==> src/rtl/core/gad_pkg.sv <==
// Shared types and constants for the analog stick and trigger normalizer.
// No dependencies; every module of the block imports this package.
`timescale 1ns / 1ps

package gad_pkg;

   // One raw controller sample.
   typedef struct packed {
      logic signed [15:0] left_x;
      logic signed [15:0] left_y;
      logic signed [15:0] right_x;
      logic signed [15:0] right_y;
      logic [7:0]         left_trigger;
      logic [7:0]         right_trigger;
   } req_type;

   // One normalized result, Q1.15.
   typedef struct packed {
      logic signed [15:0] left_out_x;
      logic signed [15:0] left_out_y;
      logic signed [15:0] right_out_x;
      logic signed [15:0] right_out_y;
      logic [14:0]        left_trigger_out;
      logic [14:0]        right_trigger_out;
   } rsp_type;

   // Register file contents handed to the lanes.
   typedef struct packed {
      logic [14:0] left_dz;
      logic [14:0] right_dz;
      logic [7:0]  trig_th;
   } cfg_type;

   typedef enum logic [1:0] {
      CSR_LEFT_DZ  = 2'd0,
      CSR_RIGHT_DZ = 2'd1,
      CSR_TRIG_TH  = 2'd2
   } csr_index_type;

   localparam int CSR_WIDTH = 15;

   localparam logic [14:0] FULL_SCALE  = 15'd32767;
   localparam logic [14:0] DZ_MAX      = 15'd32766;
   localparam logic [7:0]  TRIG_MAX    = 8'd255;
   localparam logic [7:0]  TH_MAX      = 8'd254;
   localparam logic [14:0] LEFT_DZ_RST  = 15'd7849;
   localparam logic [14:0] RIGHT_DZ_RST = 15'd8689;
   localparam logic [7:0]  TRIG_TH_RST  = 8'd30;

   // Pipeline depths.
   localparam int SQRT_STAGES = 16;
   localparam int DIV_STAGES  = 15;
   // square, root, scale prep, scale divide, product, axis divide, sign
   localparam int STICK_LAT = 1 + SQRT_STAGES + 1 + DIV_STAGES + 1 + DIV_STAGES + 1;
   // trigger prep, divide and output register, then padding up to the stick
   localparam int TRIG_PAD  = STICK_LAT - DIV_STAGES - 2;
   // lanes plus the merge register
   localparam int PIPE_LAT  = STICK_LAT + 1;

endpackage

==> src/rtl/core/gad_div.sv <==
// Pipelined restoring divider, one quotient bit per stage, 15-bit quotient.
// The dividend must stay below divisor * 2^15. Depends on gad_pkg.
`timescale 1ns / 1ps

module gad_div import gad_pkg::*; (
   input  logic        clock,
   input  logic [30:0] dividend,
   input  logic [15:0] divisor,
   output logic [14:0] quotient
);

   logic [30:0] rem_ff [DIV_STAGES];
   logic [15:0] dvs_ff [DIV_STAGES];
   logic [14:0] quo_ff [DIV_STAGES];

   for (genvar s = 0; s < DIV_STAGES; s++) begin : g_stage
      localparam int B = DIV_STAGES - 1 - s;
      logic [30:0] rem_prev;
      logic [15:0] dvs_prev;
      logic [14:0] quo_prev;
      logic [30:0] shifted;
      logic        fits;
      logic [30:0] rem_in;
      logic [14:0] quo_in;

      if (s == 0) begin : g_first
         assign rem_prev = dividend;
         assign dvs_prev = divisor;
         assign quo_prev = '0;
      end else begin : g_next
         assign rem_prev = rem_ff[s-1];
         assign dvs_prev = dvs_ff[s-1];
         assign quo_prev = quo_ff[s-1];
      end

      // subtract the shifted divisor where it fits
      assign shifted = {15'b0, dvs_prev} << B;
      assign fits    = rem_prev >= shifted;
      assign rem_in  = fits ? (rem_prev - shifted) : rem_prev;
      assign quo_in  = fits ? (quo_prev | (15'd1 << B)) : quo_prev;

      always_ff @(posedge clock) begin
         rem_ff[s] <= rem_in;
         dvs_ff[s] <= dvs_prev;
         quo_ff[s] <= quo_in;
      end
   end

   assign quotient = quo_ff[DIV_STAGES-1];

endmodule

==> src/rtl/core/gad_trigger_lane.sv <==
// One trigger lane: threshold, linear rescale to 0..32767, padded to stick latency.
// Depends on gad_pkg and gad_div.
`timescale 1ns / 1ps

module gad_trigger_lane import gad_pkg::*; (
   input  logic        clock,
   input  logic [7:0]  level,
   input  logic [7:0]  threshold,
   output logic [14:0] level_out
);

   logic [7:0]  th, span;
   logic        zero_in, zero1_ff;
   logic [30:0] dvd_in, dvd_ff;
   logic [15:0] den_in, den_ff;

   // span above threshold times full scale
   assign th      = (threshold == TRIG_MAX) ? TH_MAX : threshold;
   assign zero_in = level < th;
   assign span    = zero_in ? 8'd0 : (level - th);
   assign dvd_in  = {8'b0, span, 15'b0} - {23'b0, span};
   assign den_in  = {8'b0, TRIG_MAX - th};

   always_ff @(posedge clock) begin
      dvd_ff   <= dvd_in;
      den_ff   <= den_in;
      zero1_ff <= zero_in;
   end

   logic [14:0] q;
   gad_div u_div (.clock(clock), .dividend(dvd_ff), .divisor(den_ff), .quotient(q));

   logic zd_ff [DIV_STAGES];
   always_ff @(posedge clock) begin
      zd_ff[0] <= zero1_ff;
      for (int i = 1; i < DIV_STAGES; i++) begin
         zd_ff[i] <= zd_ff[i-1];
      end
   end

   // hold the result until the stick lanes catch up
   logic [14:0] out_ff;
   logic [14:0] pad_ff [TRIG_PAD];

   always_ff @(posedge clock) begin
      out_ff    <= zd_ff[DIV_STAGES-1] ? 15'd0 : q;
      pad_ff[0] <= out_ff;
      for (int i = 1; i < TRIG_PAD; i++) begin
         pad_ff[i] <= pad_ff[i-1];
      end
   end

   assign level_out = pad_ff[TRIG_PAD-1];

endmodule

==> config.mk <==
export PLATFORM = sky130hd
export DESIGN_NAME = gad_trigger_lane
export DESIGN_NICKNAME = d
export VERILOG_FILES = /design/src/rtl/core/gad_pkg.sv /design/src/rtl/core/gad_div.sv /design/src/rtl/core/gad_trigger_lane.sv
export SDC_FILE = /design/constraint.sdc
export NUM_CORES = 1
export LEC_CHECK = 0
export BUFFER_PORTS_ARGS = -buffer_cell sky130_fd_sc_hd__buf_2
export CAP_MARGIN = 10
export CORE_MARGIN = 2
export CORE_UTILIZATION = 40
export CTS_BUF_LIST = sky130_fd_sc_hd__clkbuf_4
export DETAILED_ROUTE_END_ITERATION = 8
export PLACE_DENSITY = 0.63
export SYNTH_ARGS = -nofsm -noshare
export SYNTH_HDL_FRONTEND = slang
export SYNTH_HIERARCHICAL = 1
export SYNTH_SLANG_ARGS = --single-unit
==> constraint.sdc <==
create_clock -name clock -period 6.9 [get_ports clock]
set_input_delay 1.38 -clock clock [delete_from_list [all_inputs] [get_ports clock]]
set_output_delay 1.38 -clock clock [all_outputs]
set_load 0.02 [all_outputs]
Word-level counts from Yosys, hierarchy flattened. Memories as Yosys holds them, arrays and structs flattened. A register that Yosys moved wholly into a read port is not among the register bits. Index checks and enable logic that the tools add are counted.

Register bits: 33. Latch bits: 0. RAM bits: 1440. ROM bits: 0. Input port bits: 17. Output and inout bits: 15. Word-level logic and storage cells: 75. Memories: 5.

Add/sub/neg operators: 18. Multiply operators: 0. Divide/modulo/power cells: 0. Order comparisons: 16. Equality and inequality tests: 1. Shift operators: 0. Muxes and demuxes: 32. Bitwise gates (word level): 0. Reductions and logical operators: 0.

Memories: pad_ff (words 33, bits a word 15, rd ports 33, clocked after Yosys merged registers in 0, wr ports 33, RTL line gad_trigger_lane.sv:43) `logic [14:0] pad_ff [TRIG_PAD];`; u_div.rem_ff (words 15, bits a word 31, rd ports 14, clocked after Yosys merged registers in 0, wr ports 15, RTL line gad_div.sv:12) `logic [30:0] rem_ff [DIV_STAGES];`; u_div.dvs_ff (words 15, bits a word 16, rd ports 14, clocked after Yosys merged registers in 0, wr ports 15, RTL line gad_div.sv:13) `logic [15:0] dvs_ff [DIV_STAGES];`; u_div.quo_ff (words 15, bits a word 15, rd ports 15, clocked after Yosys merged registers in 1, wr ports 15, RTL line gad_div.sv:14) `logic [14:0] quo_ff [DIV_STAGES];`; zd_ff (words 15, bits a word 1, rd ports 15, clocked after Yosys merged registers in 0, wr ports 15, RTL line gad_trigger_lane.sv:33) `logic zd_ff [DIV_STAGES];`.

Operators by type and width (number): 31-bit 2-to-1 mux (15); 31-bit by 22-bit >= comparator with 1-bit output (2); 31-bit by 16-bit >= comparator with 1-bit output (1); 31-bit by 17-bit >= comparator with 1-bit output (1); 31-bit by 18-bit >= comparator with 1-bit output (1); 31-bit by 19-bit >= comparator with 1-bit output (1); 31-bit by 20-bit >= comparator with 1-bit output (1); 31-bit by 21-bit >= comparator with 1-bit output (1); 31-bit by 23-bit >= comparator with 1-bit output (1); 31-bit by 24-bit >= comparator with 1-bit output (1); 31-bit by 25-bit >= comparator with 1-bit output (1); 31-bit by 26-bit >= comparator with 1-bit output (1); 31-bit by 27-bit >= comparator with 1-bit output (1); 31-bit by 28-bit >= comparator with 1-bit output (1); 31-bit by 29-bit >= comparator with 1-bit output (1); 31-bit by 16-bit subtractor with 31-bit output (1); 31-bit by 17-bit subtractor with 31-bit output (1); 31-bit by 18-bit subtractor with 31-bit output (1); 31-bit by 19-bit subtractor with 31-bit output (1); 31-bit by 20-bit subtractor with 31-bit output (1); 31-bit by 21-bit subtractor with 31-bit output (1); 31-bit by 22-bit subtractor with 31-bit output (1); 31-bit by 23-bit subtractor with 31-bit output (1); 31-bit by 24-bit subtractor with 31-bit output (1); other kinds (26) (28).

Logic depth before layout (Yosys ltp).
Depth after elaboration: 5. Depth in mapped cells: 16. Mapped depth without buffers: 16.

Modules after synthesis. The synthesis kept the hierarchy.

Modules (own cells, without submodules): gad_div (instances 1, cells each 3326, area each 32332.3 sq um, sequential area each 15574.9 sq um); gad_trigger_lane (instances 1, cells each 712, area each 12220.5 sq um, sequential area each 11150.7 sq um).

Worst setup path before layout. No wires, ideal clock.

Path kind: input -> register. From: input threshold[7]. To: register dvd_ff[16]. Setup time: 0.073 ns. Arrival: 3.886 ns. Data required time: 6.827 ns. Setup slack: 2.941 ns. Cell stages on the path: 16. Path buffers: 0. Cells stage by stage: nand4_1 -> o21a_1 -> ha_1 -> inv_1 -> fa_1 -> a21o_2 -> nand4_4 -> nand2_1 -> a31o_2 -> clkinv_2 -> nor2_1 -> inv_1 -> ha_1 -> nand4_2 -> or3_1 -> o211ai_2.

Longest elaborated chain between the ends: 5. Elaborated cells on any way between the ends: 6. Classes of those cells: add/sub (2); order compare (1); eq/ne (1); mux (2).

RTL lines: from (decl) (RTL line gad_trigger_lane.sv:8) `input logic [7:0] threshold,`; 8-bit == test (RTL line gad_trigger_lane.sv:18) `assign th = (threshold == TRIG_MAX) ? TH_MAX : threshold;`; 8-bit 2-to-1 mux * (RTL line gad_trigger_lane.sv:18); 8-bit less-than comparator * (RTL line gad_trigger_lane.sv:19) `assign zero_in = level < th;`; via zero_in (RTL line gad_trigger_lane.sv:13) `logic zero_in, zero1_ff;`; 8-bit 2-to-1 mux * (RTL line gad_trigger_lane.sv:20) `assign span = zero_in ? 8'd0 : (level - th);`; 23-bit by 8-bit subtractor with 24-bit output * (RTL line gad_trigger_lane.sv:21) `assign dvd_in = {8'b0, span, 15'b0} - {23'b0, span};`; via dvd_in[16] (RTL line gad_trigger_lane.sv:14) `logic [30:0] dvd_in, dvd_ff;`; to (signal assigned) (RTL line gad_trigger_lane.sv:25) `dvd_ff <= dvd_in;`; to (decl) (RTL line gad_trigger_lane.sv:14).

Mark *: on every way through the listed nets, which the timed path passes. The rest lies on a longest branch.

==> flow_metrics.py <==
metrics = {
    "final_layout": {
        "final_net_count": 4645,
        "n_fill_cell": 10378,
        "layout_common_cells": "dfxtp_1 (1335), clkbuf_4 (459), inv_1 (323)",
        "mostFrequentLayoutCell": "dfxtp_1",
        "area_growth_pct": 12.8,
        "area.sequential_sq_mm": 0.0267,
        "multi_input_area_sq_mm": 0.0164,
        "drive_gt1_share_pct": 14.4,
    },
    "clock_network": {
        "cts_hold_buf": 0,
        "clkTransAtPathRegs_ns": 0.06,
        "post-cts-setup-buffers": 0,
        "cts_buffers": 326,
        "clk_path_buf_depth": 4,
        "clk_latency_ns": 1.13,
        "cts_resized": 0,
        "clock_sinks": 1335,
        "root_buffer": "clkbuf_4",
        "cts_tree": "done",
        "cts-htree-levels": 5,
    },
    "hold_path": {
        "min_delay_path_depth": 0,
        "hp-class": "flop to flop",
    },
    "setup_path": {
        "crit_top_cell": "inv_1",
        "crit_required_ns": 7.81,
        "reg2reg_slack_ns": 3.22,
        "critical_path_class": "flop to flop",
        "crit_arrival_ns": 4.59,
        "startpoint_type": "flop",
        "rr_startpoint": "u_div/rem_ff[0][193]",
        "slowest_stage": "or3b_1",
        "cp_max_fo": 17,
        "crit_path_cell_trace": "inv_1, ha_1, inv_1, fa_1, a211oi_1, o21ai_0, a21oi_1, and3_1, nor3b_1, o21a_1, or3b_1, mux2_4",
        "endpoint": "u_div/rem_ff[0][237]",
        "end_kind": "flop",
        "reg2reg_depth": 12,
        "worstReg2RegEnd": "u_div/rem_ff[0][237]",
        "cpPeakStageDelay_ns": 0.72,
        "critPathLaunch": "u_div/rem_ff[0][193]",
    },
    "placed_design": {
        "portBuffers": 31,
        "gp_congestion": 0.846,
        "dp_hpwl_um": 59000,
        "pre_cts_ws_ns": 2.51,
    },
    "synth": {
        "synth-main-ff-cell": "dfxtp_1",
        "ys_ff_latch": 1335,
        "synth_edf_count": 0,
        "synthArstFlopShare_pct": 0,
        "synth-seq-area-share_pct": 60.0,
        "synth_area_sq_mm": 0.0446,
        "syn_avg_cell_area_sq_um": 11.0,
        "ys_types": 100,
        "ys_warn_count": 6,
        "syn_inst": 4038,
    },
    "sta": {
        "slew_viol_final": 0,
        "worst_slew_pin_slew_ns": 1.08,
        "clock.fmax_mhz": 272,
        "slew-limit-headroom_pct": 27.3,
        "setup_tns_ns": 0,
        "setup_viol": 0,
        "skew_ns": 0.104,
        "rsz0062_at_grt": "no",
        "final_hold_viol_count": 0,
        "final.period_utilization_pct": 53.3,
        "post-route-min-period_ns": 3.68,
        "fin_ws_ns": 3.22,
    },
    "routing": {
        "drt_iter0_drc": 1063,
        "vias": 28305,
        "drtAntennaViolNets": 0,
        "detail_route.vias_per_cell": 4.67,
        "dr.pass1.iters": 5,
        "drc": 0,
        "wl_per_cell_um": 13.3,
        "drt_wl_total_um": 80800,
    },
    "power_and_ir_drop": {
        "ir_drop_mv": 0.283,
        "p_per_area_mw_per_mm2": 484,
        "power_leakage_uw": 0.0222,
    },
    "run_status": {
        "outcome": "complete, no violations",
    },
    "grt": {
        "grt_pass1_wl_um": 133000,
        "grt_max_degree": 39,
        "antenna_found_initial": 2,
        "overflow": 0,
        "grt_pass1_vias": 28590,
        "grtUsageTotal_pct": 14.3,
    },
    "job": {
        "cap_violations": 0,
    },
    "floorplan": {
        "num_rows": 122,
        "die_area_sq_mm": 0.114,
        "core-area_sq_mm": 0.111,
        "initial_core_util_pct": 40.3,
        "fp.dieW_um": 338,
        "io_pins": 32,
        "die_h_um": 338,
    },
}
[worst max-delay path: cells and delay by family, from the launching register on]
| kind | cells | cell delay, ns |
|---|---|---|
| AND/OR/NAND/NOR | 3 | 1.04 |
| buffers and inverters | 2 | 0.11 |
| AO/OA/AOI/OAI | 4 | 1.07 |
| multiplexers | 1 | 0.43 |
| flip-flops | 1 | 0.30 |
| adder cells (fa/ha/maj) | 2 | 0.58 |
[registers in the layout, indices dropped and copies added (netlist names)]
register,count
u_div/dvs_ff,224
u_div/quo_ff,120
out_ff,15
den_ff,8
dvd_ff,23
u_div/rem_ff,434
zero1_ff,1
zd_ff,15
pad_ff,495
[stage by stage]
step | total power, uW | area (sq um) | hold slack [ns] | std cells | util [%]
detailed placement | 18600 | 46500 | 0.312 | 5522 | 42.1
global route | 26200 | 50300 | 0.202 | 6064 | 45.5
floorplan | 16800 | 44600 | 0.310 | 4053 | -
global placement | 18500 | 46500 | 0.310 | 5522 | 42.1
CTS | 24600 | 50300 | 0.212 | 6061 | 45.5
finish | 24400 | 50300 | 0.236 | 6065 | 45.5
[synthesized netlist by cell type, types with 28 or more instances]
| master | n | share of area, % |
|---|---|---|
| nand2_1 | 216 | 1.8 |
| o21a_1 | 37 | 0.62 |
| nand4_1 | 49 | 0.69 |
| dfxtp_1 | 1335 | 60 |
| nor4_1 | 57 | 0.80 |
| nand2b_1 | 38 | 0.53 |
| a21oi_1 | 231 | 2.6 |
| nor3_1 | 63 | 0.71 |
| a21o_1 | 88 | 1.5 |
| a211oi_1 | 29 | 0.49 |
| xnor2_1 | 128 | 2.5 |
| nor2_1 | 245 | 2.1 |
| or3_1 | 28 | 0.39 |
| ha_1 | 251 | 7.0 |
| inv_1 | 323 | 2.7 |
| nand3_1 | 44 | 0.49 |
| and3_1 | 28 | 0.39 |
| nor2b_1 | 51 | 0.72 |
| mux2_2 | 59 | 1.5 |
| o21ai_0 | 192 | 2.2 |
| xor2_1 | 128 | 2.5 |
| clkbuf_1 | 45 | 0.38 |
[area by class of cell]
type                    instances  share of cell area (%)
clock inverters                80                   0.669
inverters                     325                    2.43
flip-flops and latches       1335                    53.2
diodes                          4                  0.0199
repair buffers                 43                   0.488
clock buffers                 459                    6.85
well taps                    1488                    3.70
multi-input cells            2331                    32.7
[worst min-delay path by stage]
stage,start,end,slack [ns]
final,pad_ff[0][25],pad_ff[0][40],0.24
after global routing,pad_ff[0][25],pad_ff[0][40],0.20
after CTS,u_div/quo_ff[9][8],u_div/quo_ff[10][8],0.21
after detailed placement,pad_ff[0][91],pad_ff[0][106],0.31
after global placement,zd_ff[1][3],zd_ff[1][4],0.31
after floorplan,out_ff[0],pad_ff[0][0],0.31
[where the power goes]
group / switching, uW / leakage, uW / internal [uW]
Clock: 2770 / 0.00229 / 3050
Combinational: 4110 / 0.00872 / 3520
Sequential: 1100 / 0.0112 / 9790
[logic make-up (layout without fill, tap and decap cells)]
logic type,Yosys count,in the layout,share of synthesized area (%)
adder cells (fa/ha/maj),266,266,7.72
flip-flops,1335,1335,60.0
XOR/XNOR,256,256,5.03
buffers and inverters,387,907,3.39
multiplexers,75,75,1.93
AO/OA/AOI/OAI,800,800,11.5
other,1,20,0.00842
AND/OR/NAND/NOR,918,918,10.4
[layer usage]
layer | GRT usage (%) | routed length [um]
met1 | 14.7 | 33400
met2 | 26.0 | 40900
met3 | 3.18 | 2700
met4 | 9.19 | 3860
met5 | 0 | 0
Note: power is estimated with default switching activity, not from simulation.
